**src/rtl/core/gb_pkg.sv**
```systemverilog
// Shared types and constants of the streaming 3x3 blur.
package gb_pkg;

    localparam int MAX_WIDTH   = 2048;
    localparam int MAX_HEIGHT  = 4096;

    localparam int PIX_W       = 8;
    localparam int COL_W       = $clog2(MAX_WIDTH);
    localparam int ROW_W       = 12;
    localparam int WIDTH_W     = COL_W + 1;
    localparam int HEIGHT_W    = 13;
    localparam int WIDTH_FLD_W = 12;
    localparam int CFG_W       = 13;
    localparam int CFG_IDX_W   = 1;

    localparam logic [WIDTH_W-1:0]  WIDTH_RESET  = WIDTH_W'(640);
    localparam logic [HEIGHT_W-1:0] HEIGHT_RESET = HEIGHT_W'(480);
    localparam int                  DIM_MIN      = 3;

    // Weights in thousandths
    localparam int W_CROSS = 84;
    localparam int W_DIAG  = 63;

    // floor(x/1000) = (x * RECIP) >> RECIP_SHIFT, exact for x < 2**16
    localparam int RECIP       = 67109;
    localparam int RECIP_SHIFT = 26;

    localparam int BLUR_MAX    = 170;

    localparam int QUEUE_DEPTH = 4;
    localparam int QCNT_W      = $clog2(QUEUE_DEPTH + 1);

    typedef enum logic [CFG_IDX_W-1:0] {
        REG_IMAGE_WIDTH  = 1'b0,
        REG_IMAGE_HEIGHT = 1'b1
    } gb_reg_idx_t;

    typedef struct packed {
        logic                we;
        gb_reg_idx_t         index;
        logic [CFG_W-1:0]    data;
    } gb_cfg_t;

    // Neighborhood sums of one interior pixel plus its position
    typedef struct packed {
        logic [PIX_W+1:0]    s_vert;
        logic [PIX_W:0]      s_horz;
        logic [PIX_W:0]      s_lo;
        logic [PIX_W:0]      s_hi;
        logic [ROW_W-1:0]    row;
        logic [COL_W-1:0]    col;
        logic                last;
    } gb_job_t;

endpackage

```
**src/rtl/core/gb_queue.sv**
```systemverilog
// Short queue of pending blur jobs between front and back end.
module gb_queue
    import gb_pkg::*;
(
    input  logic              clk,
    input  logic              rst_n,
    input  logic              push,
    input  gb_job_t           push_job,
    input  logic              pop,
    output logic              avail,
    output gb_job_t           head,
    output logic [QCNT_W-1:0] count
);

    localparam int PTR_W = $clog2(QUEUE_DEPTH);

    gb_job_t           slot_reg [QUEUE_DEPTH];
    logic [PTR_W-1:0]  wr_ptr_reg;
    logic [PTR_W-1:0]  rd_ptr_reg;
    logic [QCNT_W-1:0] count_reg;

    always_ff @(posedge clk or negedge rst_n)
    begin
        if (!rst_n)
        begin
            wr_ptr_reg <= '0;
            rd_ptr_reg <= '0;
            count_reg  <= '0;
        end
        else
        begin
            if (push)
            begin
                wr_ptr_reg <= wr_ptr_reg + PTR_W'(1);
            end
            if (pop)
            begin
                rd_ptr_reg <= rd_ptr_reg + PTR_W'(1);
            end
            if (push && !pop)
            begin
                count_reg <= count_reg + QCNT_W'(1);
            end
            else if (pop && !push)
            begin
                count_reg <= count_reg - QCNT_W'(1);
            end
        end
    end

    always_ff @(posedge clk)
    begin
        if (push)
        begin
            slot_reg[wr_ptr_reg] <= push_job;
        end
    end

    assign avail = (count_reg != '0);
    assign head  = slot_reg[rd_ptr_reg];
    assign count = count_reg;

endmodule

```
**config.mk**
```make
export PLATFORM = sky130hd
export DESIGN_NAME = gb_queue
export DESIGN_NICKNAME = d
export VERILOG_FILES = /design/src/rtl/core/gb_pkg.sv /design/src/rtl/core/gb_queue.sv
export SDC_FILE = /design/constraint.sdc
export NUM_CORES = 1
export LEC_CHECK = 0
export BUFFER_PORTS_ARGS = -buffer_cell sky130_fd_sc_hd__buf_2
export CAP_MARGIN = 20
export CORE_UTILIZATION = 35
export CTS_BUF_LIST = sky130_fd_sc_hd__clkbuf_2
export DETAILED_ROUTE_END_ITERATION = 7
export MAX_ROUTING_LAYER = met4
export PLACE_DENSITY = 0.53
export SLEW_MARGIN = 20
export SYNTH_ARGS = -nofsm -noshare
export SYNTH_HDL_FRONTEND = slang
export SYNTH_SLANG_ARGS = --single-unit
```
**constraint.sdc**
```tcl
create_clock -name clk -period 3.7 [get_ports clk]
set_input_delay 0.74 -clock clk [delete_from_list [all_inputs] [get_ports clk]]
set_output_delay 0.74 -clock clk [all_outputs]
set_load 0.01 [all_outputs]
```
Yosys cells after proc, flatten, opt, wreduce, memory -nomap -nowiden
Memories as Yosys holds them, arrays and structs flattened.
Cells that the tools add are included.
{"block": "classes", "n_addsub": 4, "reduce_logical": 6, "n_bitwise": 0, "eq_ne": 0, "order_cmp": 0, "n_mul": 0, "n_mux": 4, "div": 0, "shifts": 0}
{"op": "2-to-1 mux 3 bit", "count": 2}
{"op": "adder 2 x 1 -> 2 bit (second input constant)", "count": 2}
{"op": "adder 3 x 1 -> 3 bit (second input constant)", "count": 1}
{"op": "nonzero test 3 bit", "count": 1}
{"op": "subtractor 3 x 1 -> 3 bit (second input constant)", "count": 1}
{"op": "logical AND 1 bit", "count": 2}
{"op": "logical NOT 1 bit", "count": 2}
{"op": "2-to-1 mux 1 bit", "count": 2}
{"op": "nonzero test 2 bit", "count": 1}
{"block": "totals", "ram_bits": 244, "romBits": 0, "mem_count": 1, "output_inout_bits": 65, "latch_bits": 0, "reg_bits": 7}
{"name": "slot_reg", "depth": 4, "width": 61, "rd": 1, "rd_ports_with_merged_regs": 0, "wr": 1, "line_no": "gb_queue.sv:17", "rtl": "gb_job_t slot_reg [QUEUE_DEPTH];"}

Longest topological paths before layout
{"block": "depth", "ltp_word": 4, "ltp_mapped": 7, "mapped_depth_nobuf": 7}

Worst setup path before layout
Ideal clock, no wire load.
{"block": "synth_path", "path_type": "input port to flip-flop", "startpoint": "input push", "endpoint": "memory slot_reg[0][0] (netlist bit) (enable)", "arrival_ns": 2.180, "cell_stages": 1, "n_path_buf": 0, "setup_slack_ns": 1.095, "path_cell_list": "and2_1"}
{"block": "synth_via", "elab_chain_len": 2}
{"item": "start, declared", "line_no": "gb_queue.sv:7", "rtl": "input logic push,"}
{"item": "2-to-1 mux 1 bit", "line_no": "gb_queue.sv:53", "rtl": "if (push)"}
{"item": "2-to-1 mux 1 bit (not written as such)", "line_no": "gb_queue.sv:55", "rtl": "slot_reg[wr_ptr_reg] <= push_job;"}
{"item": "end, declared", "line_no": "gb_queue.sv:17"}
No other way between the ends.

==> impl_metrics.csv <==
group,metric,value,unit
timing,fin_hold_ws,138,ps
finish,finish.utilization,41.7,%
timing,fmax,300,MHz
min_path,holdPathEnd,"slot_reg[2][15]",
placement,numPortBuffers,129,
min_path,min_from,"push_job[15]",
power_and_ir_drop,p_leak,0.00381,uW
timing,maxSlewViolCount,0,
routing,viasPerCell,4.74,
timing,min_period,3330,ps
clock_tree,cts_buffers,68,
placement,gp_congestion,0.653,
placement,dp_cells,804,
global_routing,grt.busiest_layer,"met2",
run,maxCapViolCount,0,
outcome,status,"finished, final reports clean",
synthesis,synthTopCellsByArea,"edfxtp_1 (79%), mux4_2 (14%), dfrtp_1 (1.9%)",
critical_path,worst-setup-path-type,"flop to output port",
clock_tree,ctsResizeCount,0,
global_routing,grt_pass1_vias,4836,
critical_path,endpoint_kind,"output port",
timing,fin_crit_sh,90.1,%
global_routing,grtUsageMet2,21.9,%
clock_tree,cts_setup_buffers,0,
placement,place_ws,1030,ps
synthesis,synth_top_cell_area_share,79.1,%
routing,wl,17100,um
timing,finalClockSkew,103,ps
routing,drt_iter0_drc,210,
timing,tightest_slew,1020,ps
routing,final_antenna_net_count,0,
power_and_ir_drop,p_per_area,759,mW/mm^2
timing,worst_slack,366,ps
global_routing,grt_max_degree,63,
finish,area_growth,17.0,%
synthesis,syn_nets,423,
clock_tree,cts_buffer_depth,3,
critical_path,r2r_slack,1780,ps
global_routing,grt_util_met1,15.4,%
critical_path,r2r_start,"wr_ptr_reg[1]",
placement,dp_hpwl,9220,um
critical_path,r2r_end,"slot_reg[0][27]",
clock_tree,holdBufCountCts,1,
synthesis,netlist_area,0.00926,mm^2
die,die_h,165,um
critical_path,worstPathRequired,2960,ps
clock_tree,cts_root_buf,"clkbuf_2",
finish,largest_reg_flops,244,
timing,fin_setup_tns,0,ps
min_path,hold_class,"primary input to flop",
synthesis,yosysSeqAreaShare,81.0,%
clock_tree,insertion_delay,820,ps
die,start_util,35.6,%
synthesis,synth_area_leader_cell,"edfxtp_1",
finish,fin_nets,611,
critical_path,worst_setup_path_start_kind,"flop",
synthesis,ys_seq_elements,251,
synthesis,synth.avg_cell_area,26.3,um^2
synthesis,synth.distinct_cells,18,
finish,final_cells,917,
min_path,whs_path_depth,1,
timing,finalSetupViolations,0,
clock_tree,htreeDepth,3,
critical_path,path_max_fanout,30,
global_routing,grt_usage,13.7,%
die,die_area,0.0271,mm^2
clock_tree,clk_pin_slew,100,ps
timing,grt_setup_unrepaired,"false",
die,ios,130,
die,core,0.0260,mm^2
synthesis,ys_warn_count,0,
critical_path,r2r_cells,3,
global_routing,grt_pass1_wl,26100,um
finish,n_fill_cell,2367,
clock_tree,tritoncts,"built",
finish,drive_gt1_share,50.7,%
synthesis,netlist_instances,352,
power_and_ir_drop,ir_drop,0.000327,V
die,num_rows,59,
global_routing,overflow,0,
routing,drtPass1Iterations,6,
routing,routedWlPerCell,18.6,um
clock_tree,cts.sinks,251,
routing,vias,4342,
routing,drc,0,
timing,slew_headroom,32.1,%
global_routing,grt_antenna_before_repair,2,
die,die_w,165,um
global_routing,met3_usage,4.70,%
critical_path,arrival,2590,ps
timing,hold_viol_final,0,
==> synth_stat cells <==
cell	n
mux4_2	58
and2_1	4
mux4_1	3
fa_1	1
nor2_1	1
buf_2	7
xnor2_1	2
edfxtp_1	244
ha_1	5
nand2_1	2
buf_6	1
inv_1	4
dfrtp_1	7
buf_12	6
o21ai_0	1
xor2_1	4
or3_1	1
mux2_2	1
==> where the power goes <==
group	total [uW]	switching, uW	internal (uW)
Clock	1930	1070	863
Combinational	2210	1100	1100
Sequential	4090	359	3730
==> area by class of cell <==
class	instances	area (um^2)	area share [%]
inverters	4	15.0	0.139
diodes	2	5.00	0.0462
flip-flops and latches	251	7510	69.3
multi-input cells	83	1590	14.7
clock inverters	21	168	1.55
clock buffers	89	445	4.11
repair buffers	132	683	6.31
well taps	335	419	3.87
==> cells by family (layout without fill, tap and decap cells) <==
logic type               Yosys count  in the layout  synth area share [%]
flip-flops                       251            251                  81.0
AO/OA/AOI/OAI                      1              1                0.0540
AND/OR/NAND/NOR                    8              8                 0.459
XOR/XNOR                           6              6                 0.567
buffers and inverters             18            246                  1.96
multiplexers                      62             62                  15.1
other                              0              2                     0
adder cells (fa/ha/maj)            6              6                 0.892
==> worst max-delay path by stage <==
stage                        startpoint             end  slack [ps]  cells past startpoint
after detailed placement  rd_ptr_reg[0]        head[32]        1030                      3
final                     rd_ptr_reg[0]        head[32]         370                      3
after global routing      rd_ptr_reg[0]        head[32]         110                      3
after floorplan                    push  slot_reg[0][0]        1100                      1
after CTS                 rd_ptr_reg[0]        head[32]         190                      3
after global placement    rd_ptr_reg[0]        head[28]        1040                      3
==> metrics by stage <==
step / area [um^2] / total power, uW
after CTS: 10800 / 8420
final: 10800 / 8220
after floorplan: 9260 / 5640
after detailed placement: 10200 / 6460
after global routing: 10800 / 8740
after global placement: 10200 / 6410
==> worst max-delay path: stages (launching register included) <==
cell and delay [ps]:
dfrtp_4 770, buf_12 310, mux4_2 580, buf_2 160
==> metal layers <==
layer  vias to the layer above  routed length (um)
li1                       1918                   -
met1                      2233                6920
met2                       149                8570
met3                        42                1180
met4                         0                 422
met5                         -                   0
==> layout by cell type, fill, tap and decap left out, types with 2 or more instances in the layout <==
cell / count
xnor2_1: 2
mux4_1: 3
and2_4: 4
edfxtp_1: 244
inv_1: 4
inv_2: 3
nand2_1: 2
dfrtp_1: 5
clkbuf_2: 89
diode_2: 2
bufinv_16: 3
dfrtp_4: 2
mux4_2: 58
ha_1: 5
clkinv_1: 12
buf_2: 129
xor2_1: 4
No activity file was read; power rests on OpenSTA's default activity.
