<file path="config.mk">
export PLATFORM = sky130hd
export DESIGN_NAME = gb_back
export DESIGN_NICKNAME = d
export VERILOG_FILES = /design/src/rtl/core/gb_pkg.sv /design/src/rtl/core/gb_back.sv
export SDC_FILE = /design/constraint.sdc
export NUM_CORES = 1
export LEC_CHECK = 0
export BUFFER_PORTS_ARGS = -buffer_cell sky130_fd_sc_hd__buf_2
export CAP_MARGIN = 5
export CORE_MARGIN = 2
export CORE_UTILIZATION = 45
export DETAILED_ROUTE_END_ITERATION = 8
export GPL_ROUTABILITY_DRIVEN = 1
export PLACE_DENSITY = 0.58
export SYNTH_ARGS = -nofsm -noshare
export SYNTH_HDL_FRONTEND = slang
export SYNTH_SLANG_ARGS = --single-unit
</file>
<file path="constraint.sdc">
create_clock -name clk -period 6.5 [get_ports clk]
set_input_delay 0.65 -clock clk [delete_from_list [all_inputs] [get_ports clk]]
set_output_delay 0.65 -clock clk [all_outputs]
set_load 0.03 [all_outputs]
</file>
<file path="src/rtl/core/gb_pkg.sv">
// Shared types and constants of the streaming 3x3 blur.
package gb_pkg;

    localparam int MAX_WIDTH   = 2048;
    localparam int MAX_HEIGHT  = 4096;

    localparam int PIX_W       = 8;
    localparam int COL_W       = $clog2(MAX_WIDTH);
    localparam int ROW_W       = 12;
    localparam int WIDTH_W     = COL_W + 1;
    localparam int HEIGHT_W    = 13;
    localparam int WIDTH_FLD_W = 12;
    localparam int CFG_W       = 13;
    localparam int CFG_IDX_W   = 1;

    localparam logic [WIDTH_W-1:0]  WIDTH_RESET  = WIDTH_W'(640);
    localparam logic [HEIGHT_W-1:0] HEIGHT_RESET = HEIGHT_W'(480);
    localparam int                  DIM_MIN      = 3;

    // Weights in thousandths
    localparam int W_CROSS = 84;
    localparam int W_DIAG  = 63;

    // floor(x/1000) = (x * RECIP) >> RECIP_SHIFT, exact for x < 2**16
    localparam int RECIP       = 67109;
    localparam int RECIP_SHIFT = 26;

    localparam int BLUR_MAX    = 170;

    localparam int QUEUE_DEPTH = 4;
    localparam int QCNT_W      = $clog2(QUEUE_DEPTH + 1);

    typedef enum logic [CFG_IDX_W-1:0] {
        REG_IMAGE_WIDTH  = 1'b0,
        REG_IMAGE_HEIGHT = 1'b1
    } gb_reg_idx_t;

    typedef struct packed {
        logic                we;
        gb_reg_idx_t         index;
        logic [CFG_W-1:0]    data;
    } gb_cfg_t;

    // Neighborhood sums of one interior pixel plus its position
    typedef struct packed {
        logic [PIX_W+1:0]    s_vert;
        logic [PIX_W:0]      s_horz;
        logic [PIX_W:0]      s_lo;
        logic [PIX_W:0]      s_hi;
        logic [ROW_W-1:0]    row;
        logic [COL_W-1:0]    col;
        logic                last;
    } gb_job_t;

endpackage

</file>
<file path="src/rtl/core/gb_back.sv">
// Back end: weight, divide by 1000 through a reciprocal, sum, and hold the result beat.
module gb_back
    import gb_pkg::*;
(
    input  logic             clk,
    input  logic             rst_n,
    input  logic             avail,
    input  gb_job_t          job,
    output logic             take,
    output logic             result_valid,
    input  logic             result_ready,
    output logic [PIX_W-1:0] blurred,
    output logic [ROW_W-1:0] out_row,
    output logic [COL_W-1:0] out_col,
    output logic             frame_last
);

    localparam int PROD_W = 16;
    localparam int MUL_W  = PROD_W + 17;
    localparam int QUO_W  = MUL_W - RECIP_SHIFT;
    localparam int ACC_W  = QUO_W + 2;

    typedef struct packed {
        logic [PROD_W-1:0] p_vert;
        logic [PROD_W-1:0] p_horz;
        logic [PROD_W-1:0] p_lo;
        logic [PROD_W-1:0] p_hi;
        logic [ROW_W-1:0]  row;
        logic [COL_W-1:0]  col;
        logic              last;
    } gb_prod_t;

    typedef struct packed {
        logic [QUO_W-1:0]  q_vert;
        logic [QUO_W-1:0]  q_horz;
        logic [QUO_W-1:0]  q_lo;
        logic [QUO_W-1:0]  q_hi;
        logic [ROW_W-1:0]  row;
        logic [COL_W-1:0]  col;
        logic              last;
    } gb_quo_t;

    logic             advance;
    logic             b1_valid_reg, b2_valid_reg, out_valid_reg;
    gb_prod_t         b1_reg, b1_next;
    gb_quo_t          b2_reg, b2_next;
    logic [ACC_W-1:0] acc;
    logic [PIX_W-1:0] blurred_reg;
    logic [ROW_W-1:0] row_reg;
    logic [COL_W-1:0] col_reg;
    logic             last_reg;

    function automatic logic [QUO_W-1:0] div1000(input logic [PROD_W-1:0] p);
        logic [MUL_W-1:0] m;
        m = MUL_W'(p) * MUL_W'(RECIP);
        return m[MUL_W-1:RECIP_SHIFT];
    endfunction

    // The whole back end moves together; stall it while the result beat waits
    assign advance = !out_valid_reg || result_ready;
    assign take    = avail && advance;

    always_comb
    begin
        b1_next.p_vert = PROD_W'(job.s_vert) * PROD_W'(W_CROSS);
        b1_next.p_horz = PROD_W'(job.s_horz) * PROD_W'(W_CROSS);
        b1_next.p_lo   = PROD_W'(job.s_lo) * PROD_W'(W_DIAG);
        b1_next.p_hi   = PROD_W'(job.s_hi) * PROD_W'(W_DIAG);
        b1_next.row    = job.row;
        b1_next.col    = job.col;
        b1_next.last   = job.last;

        b2_next.q_vert = div1000(b1_reg.p_vert);
        b2_next.q_horz = div1000(b1_reg.p_horz);
        b2_next.q_lo   = div1000(b1_reg.p_lo);
        b2_next.q_hi   = div1000(b1_reg.p_hi);
        b2_next.row    = b1_reg.row;
        b2_next.col    = b1_reg.col;
        b2_next.last   = b1_reg.last;

        acc = ACC_W'(b2_reg.q_vert) + ACC_W'(b2_reg.q_horz)
            + ACC_W'(b2_reg.q_lo) + ACC_W'(b2_reg.q_hi);
    end

    always_ff @(posedge clk or negedge rst_n)
    begin
        if (!rst_n)
        begin
            b1_valid_reg  <= 1'b0;
            b2_valid_reg  <= 1'b0;
            out_valid_reg <= 1'b0;
        end
        else if (advance)
        begin
            b1_valid_reg  <= take;
            b2_valid_reg  <= b1_valid_reg;
            out_valid_reg <= b2_valid_reg;
        end
    end

    always_ff @(posedge clk)
    begin
        if (advance)
        begin
            b1_reg      <= b1_next;
            b2_reg      <= b2_next;
            blurred_reg <= acc[PIX_W-1:0];
            row_reg     <= b2_reg.row;
            col_reg     <= b2_reg.col;
            last_reg    <= b2_reg.last;
        end
    end

    assign result_valid = out_valid_reg;
    assign blurred      = blurred_reg;
    assign out_row      = row_reg;
    assign out_col      = col_reg;
    assign frame_last   = last_reg;

endmodule

</file>
=== After elaboration in Yosys (flattened, before gate mapping) ===
Index checks and enable logic that the tools add are counted.

* Logic and storage cells: 35
* Flip-flop bits (word level): 169
* Output and inout port bits: 34

* Add/sub/neg operators: 3
* $mul: 8
* Reductions and logical operators: 3

{| class="wikitable"
|+ Operators with widths
! kind !! number
|-
| 15-bit by 17-bit multiplier with 32-bit output (second input constant) || 2
|-
| 14-bit by 17-bit multiplier with 31-bit output (second input constant) || 2
|-
| 9-bit by 6-bit multiplier with 15-bit output (second input constant) || 2
|-
| 8-bit by 7-bit adder with 8-bit output || 2
|-
| 10-bit by 5-bit multiplier with 14-bit output (second input constant) || 1
|-
| 9-bit by 5-bit multiplier with 14-bit output (second input constant) || 1
|-
| 7-bit by 7-bit adder with 8-bit output || 1
|-
| 1-bit logical AND || 1
|-
| 1-bit zero test || 1
|-
| 1-bit logical OR || 1
|}

=== Longest topological paths before layout ===
Gate-level depths: netlist (run 1).

* Word-level depth: 3
* Mapped depth: 18

=== Least setup slack after synthesis (run 1) ===
Ideal clock, no wire load.

* Kind: input -> output
* Start: input port result_ready
* End: output port take
* Data arrival time: 5.325 ns
* Stages: 2
* Required time: 5.850 ns
* Buffers on the path: 0
* Slack: 0.525 ns
* Cells stage by stage: nand2b_1 > and2_1

* Word-level cells in the longest chain between the ends: 2

{| class="wikitable"
|+ RTL lines
! item !! line !! source
|-
| start: declaration || gb_back.sv:11 || <nowiki>input logic result_ready,</nowiki>
|-
| 1-bit logical OR || gb_back.sv:60 || <nowiki>assign advance = !out_valid_reg || result_ready;</nowiki>
|-
| 1-bit logical AND || gb_back.sv:61 || <nowiki>assign take = avail && advance;</nowiki>
|-
| end: declaration || gb_back.sv:9 || <nowiki>output logic take,</nowiki>
|}

Every way passes these cells.

==> summary.md, run 1 <==
| Metric | Value |
|---|---|
| Outcome | finished, final reports clean |
| Post-synth cell types | 65 |
| Total gr overflow | 0 |
| CTS Buffer Depth | 2 |
| Final Skew | 11.5 ps |
| # DRC | 0 |
| WS Path Type | reg -> reg |
| Post-DRT Antenna Nets | 0 |
| Max-cap violations | 0 |
| Syn nets | 2,656 |
| Via count | 12.5k |
| Die area | 47,800 µm² |
| Row count | 78 |
| CTS HTree Levels | 4 |
| Drt initial violations | 408 |
| CP startpoint kind | register |
| XOR/XNOR Fraction of Synth Area | 2.50% |
| Synth top area cells | ha_1 (36%), edfxtp_1 (24%), fa_1 (19%), inv_1 (8.1%), xnor2_1 (1.6%) |
| Min-delay src | job[17] |
| Async set-reset flop share out of synthesis | 1.80% |
| Mean Syn Cell Area | 11.5 µm² |
| Worst-path fanout max | 9 |
| RSZ-0062 raised after global routing | no |
| Fmax | 193 MHz |
| Number of global-route vias before repair | 13.4k |
| Hold Crit Depth | 1 |
| GRT Resource Usage Total | 16.3% |
| Worst-Margin Slew | 912 ps |
| Largest net degree at the start of global routing | 66 |
| Sequential fraction of the synthesis area | 24.1% |
| Max FFs per register | 82 |
| Flop2flop setup slack | 1320 ps |
| Share of layout cells above drive strength 1 | 8.05% |
| Post-detail-place hpwl | 30.4 mm |
| N_diodes | 0 |
| Top cell type's share of synthesized area | 35.6% |
| First-pass GRT wire length | 62.7 mm |
| Nets@finish | 2,776 |
| WP data arrival | 5400 ps |
| Critical Path End Type | register |
| Yosys reg bits | 167 |
| WL/cell | 14.1 µm |
| Synth area leader | ha_1 |
| Worst hold endpoint | b1_reg[17] |
| Starting density of the core | 45.6% |
| Post-route setup TNS | 0 ps |
| Vias per inst | 4.93 |
| CTS Buf Count | 17 |
| Reg2reg path depth | 16 |
| Commonest cells post-synth | ha_1 (590), inv_1 (449), fa_1 (196) |
| CTS tree | yes |
| Cell area after synthesis | 20,700 µm² |
| Area of the core | 45,400 µm² |
| Min cycle time layout | 5180 ps |
| Number of synthesized flops with an enable pin | 164 |
| Detailed Routing Iterations Pass 1 | 4 |
| P&R area growth vs syn | 9.10% |
| HP Class | in -> reg |
| Die X | 219 µm |
| Clock-pin slew on the worst setup and hold paths | 80 ps |
| Buffers added on ports | 98 |
| Placer Congestion | 0.814 |
| Number of synthesis warnings | 0 |
| Most used DFF post-synth | edfxtp_1 |
| Compound-Gate Fraction of Synth Area | 6.51% |
| Final hold vios | 0 |
| FF-to-FF Start | b1_reg[87] |
| Io pins | 99 |
| Root buffer cell | clkbuf_16 |
| Period Utilization, post-route | 79.7% |
| Reg-to-Reg End | b2_reg[50] |
| Hold buffers post-CTS | 1 |
| Count leader, synth | ha_1 |
| Clock sink total | 167 |
| Main combinational cell family by area after synthesis | adder cells |
| Simple-Gate Fraction of Synth Area | 3.87% |
| Die Y-Extent | 219 µm |
| Critical path required time | 6720 ps |
| Initial antenna violation count | 0 |
| Post-CTS setup buffers | 0 |
| Synth Instances | 1,805 |
| Multiplexer share of the synthesized area | 0.254% |
| Max-slew violations | 0 |
| Setup-failing EPs final | 0 |
| Clock Latency Late Sink | 460 ps |
| Routed wire length | 35.7 mm |
| Post-CTS Resized | 0 |
| Adder-cell share of the synthesized area | 54.6% |
| Slew HR | 39.2% |
## worst max-delay path: stages (launching register included)
cell and delay [ps]:
edfxtp_1 550, ha_1 270, fa_1 480, inv_1 50
fa_1 470, inv_1 50, fa_1 380, fa_1 420
fa_1 460, ha_1 340, nand3_1 80, nor3_1 260
nand4_1 180, o31ai_2 410, a31o_4 260, nor4b_2 50
a211o_1 220
## layout make-up
| class | count | area (µm²) |
|---|---|---|
| multi-input cells | 1189 | 14000 |
| clock buffers | 17 | 425 |
| inverters | 449 | 1690 |
| well taps | 600 | 751 |
| fillers | 4140 | 22800 |
| repair buffers | 101 | 515 |
| flip-flops and latches | 167 | 5000 |
| clock inverters | 15 | 185 |
## cells by family after synthesis
logic type | count (synthesis)
buffers and inverters | 449
AOI/OAI and AO/OA | 193
xor gates and xnor gates | 59
adders and majority gates | 786
and+or+nand+nor | 146
DFF | 167
muxes | 5
## cell usage in the layout, fill, tap and decap left out, drive strengths merged, types with 24 or more instances in the layout
cell,instances
nor2,28
ha,590
o21ai,32
a21o,24
inv,456
a21oi,65
buf,100
xnor2,39
edfxtp,164
fa,196
## routing by layer
layer | vias up | track usage, % | routed length [µm]
met4 | 0 | 4.54 | 552
met1 | 5983 | 22.4 | 17800
met5 | - | 0 | 0
met2 | 118 | 26.9 | 16600
li1 | 6372 | - | -
met3 | 31 | 2.34 | 745
## stage by stage
step                      hold WS (ps)  cell area (µm²)  worst slack (ps)  utilization [%]  cells
after global routing               321            22600              1000             49.8   2538
after floorplan                    354            20700               525                -   1805
final                              353            22600              1320             49.8   2538
after detailed placement           405            22000              1300             48.4   2505
after CTS                          319            22600              1280             49.8   2538
after global placement             400            22000              1300             48.4   2505
## how the worst max path moves through the flow
| stage | startpoint | end | cells after the start |
|---|---|---|---|
| after floorplan | result_ready | take | 2 |
| after global placement | b1_reg[34] | b2_reg[27] | 18 |
| after detailed placement | b1_reg[87] | b2_reg[50] | 16 |
| after CTS | b1_reg[87] | b2_reg[50] | 16 |
| after global routing | b1_reg[87] | b2_reg[50] | 16 |
| final | b1_reg[87] | b2_reg[50] | 16 |
Power of run 1 is left out: the tool's default activity adds up to more than one toggle a clock period on the data nets, which glitch-free logic cannot reach.
==> inputs of run 2 (changes only) <==
- clock period: 6.5 -> 5.4 ns (I/O delays scaled with it)
==> run 2 against run 1 <==
Against the previous run:
- die area unchanged
- non-clock buffer count up 11
- clock skew fell by 1.7 ps
- register-to-register slack lost 1000 ps
- critical path depth unchanged
- utilization grew 0.15 points
- first-iteration DRC count fell by 4.7%
- cell area is 0.29% higher
- clock-buffer cell count did not move
- critical endpoint unchanged
==> summary.md, run 2 (synthesis gave the netlist of run 1 again) <==
| Metric | Value |
|---|---|
| Worst-Margin Slew | 879 ps (-32.2 ps) |
| Detailed Routing Iterations Pass 1 | 4 (unchanged) |
| Slowest-stage cell, CP | edfxtp_1 |
| Crit-path cells | ha_1, fa_1, inv_1, fa_1, inv_1, fa_1, fa_1, fa_1, ha_1, nand3_1, nor3_1, nand4_1, o31ai_2, a31o_4, nor4b_2, a211o_1 |
| Min cycle time layout | 5110 ps (-68.2 ps) |
| Buffers added on ports | 98 (unchanged) |
| Outcome | finished, final reports clean |
| CP delay by family, top | adder cells |
| Drt initial violations | 389 (-4.7%) |
| Commonest cells after routing, fill and taps aside | ha_1 (590), inv_1 (449), fa_1 (196) |
| Clock sink total | 167 (unchanged) |
| Sequential standard cell area | 5000 µm² (unchanged) |
| Initial antenna violation count | 0 (unchanged) |
| Worst-path fanout max | 6 (-3) |
| Post-route setup TNS | 0 ps (unchanged) |
| CTS Buf Count | 17 (unchanged) |
| Critical Path End Type | register |
| # DRC | 0 (unchanged) |
| Root buffer cell | clkbuf_16 |
| Row count | 78 (unchanged) |
| Starting density of the core | 45.6% (unchanged) |
| Flop2flop setup slack | 290 ps (-1030 ps) |
| Number of global-route vias before repair | 13.1k (-1.8%) |
| First-pass GRT wire length | 62.5 mm (-0.38%) |
| Die Y-Extent | 219 µm (unchanged) |
| Fmax | 196 MHz (+1.3%) |
| GRT Resource Usage Total | 16.4% (+0.028 points) |
| CTS tree | yes |
| WL/cell | 14.2 µm (+0.87%) |
| Final Skew | 9.83 ps (-1.67 ps) |
| Max-slew violations | 0 (unchanged) |
| Nets@finish | 2,787 (+0.40%) |
| Cell mode on critical path | fa_1 |
| Max-cap violations | 0 (unchanged) |
| Io pins | 99 (unchanged) |
| CTS Buffer Depth | 2 (unchanged) |
| Placer Congestion | 0.814 (about the same) |
| Vias per inst | 4.95 (+0.41%) |
| Setup slack after layout | 286 ps (-1030 ps) |
| CTS HTree Levels | 4 (unchanged) |
| WS Path Type | reg -> reg |
| Layout Utilization | 49.9% (+0.15 points) |
| Area of the core | 45,400 µm² (unchanged) |
| N_diodes | 0 (unchanged) |
| P&R area growth vs syn | 9.42% |
| Post-CTS Resized | 0 (unchanged) |
| Post-detail-place hpwl | 31.1 mm (+2.3%) |
| Post-DRT Antenna Nets | 0 (unchanged) |
| Total gr overflow | 0 (unchanged) |
| HP Class | in -> reg |
| Buf+Inv Stages, Crit Path | 2 (unchanged) |
| Period Utilization, post-route | 94.7% (+15 points) |
| Via count | 12.6k (+0.85%) |
| Critical path required time | 5620 ps (-1100 ps) |
| Share of layout cells above drive strength 1 | 8.57% (+0.52 points) |
| CP startpoint kind | register |
| Clock Latency Late Sink | 460 ps (about the same) |
| Most common cell after layout, fill and taps aside | ha_1 |
| Hold buffers post-CTS | 1 (unchanged) |
| Max FFs per register | 82 (unchanged) |
| Clock-pin slew on the worst setup and hold paths | 70 ps (about the same) |
| Largest net degree at the start of global routing | 81 (+23%) |
| # fillers | 4,189 (+1.2%) |
| Post-CTS setup buffers | 0 (unchanged) |
| Max incr delay on CP | 520 ps (-30 ps) |
| Die area | 47,800 µm² (unchanged) |
| RSZ-0062 raised after global routing | no |
| WP data arrival | 5330 ps (-70 ps) |
| Slew HR | 41.4% (+2.1 points) |
| Routed wire length | 36.2 mm (+1.3%) |
| Setup-failing EPs final | 0 (unchanged) |
| Die X | 219 µm (unchanged) |
| Final hold vios | 0 (unchanged) |
| Multi-input gate area | 14,000 µm² (unchanged) |
| Setup WS pre-CTS | 318 ps (-980 ps) |
-- run 2: changes by cell type in the layout (fill, tap and decap cells not counted), sizes merged --
cell / change
buf: +11
clkinvlp: -1
inv: +1
-- run 2: final timing paths --
path | from | to | depth (start not counted)
max reg2reg | b1_reg[85] | b2_reg[50] | 16
max in group asynchronous | rst_n | b2_valid_reg | 2
min | job[19] | b1_reg[19] | 1
min in group asynchronous | rst_n | result_valid | 2
min reg2reg | b1_reg[17] | b2_reg[17] | 0
max | b1_reg[85] | b2_reg[50] | 16
-- run 2: final cells by class --
cell class,instances,area share (%)
clock buffers,17,1.88
flip-flops and latches,167,22.1
multi-input cells,1189,61.9
repair buffers,112,2.69
clock inverters,15,0.690
inverters,449,7.44
well taps,600,3.31
-- run 2: stage by stage --
step                      cell area (µm²)  cells  hold slack [ps]
after global placement              22100   2516              338
after global routing                22700   2549              223
after CTS                           22700   2549              212
final                               22700   2549              249
after detailed placement            22100   2516              342
after floorplan                     20700   1805              244
-- run 2: per-layer routing --
| layer | vias up | part of all wire, % | GRT usage (%) |
|---|---|---|---|
| li1 | 6385 | - | - |
| met1 | 6097 | 49 | 22.2 |
| met5 | - | 0 | 0 |
| met3 | 30 | 1.9 | 1.84 |
| met2 | 98 | 47 | 27.5 |
| met4 | 0 | 1.6 | 4.83 |
Power of run 2 is left out for the same reason.
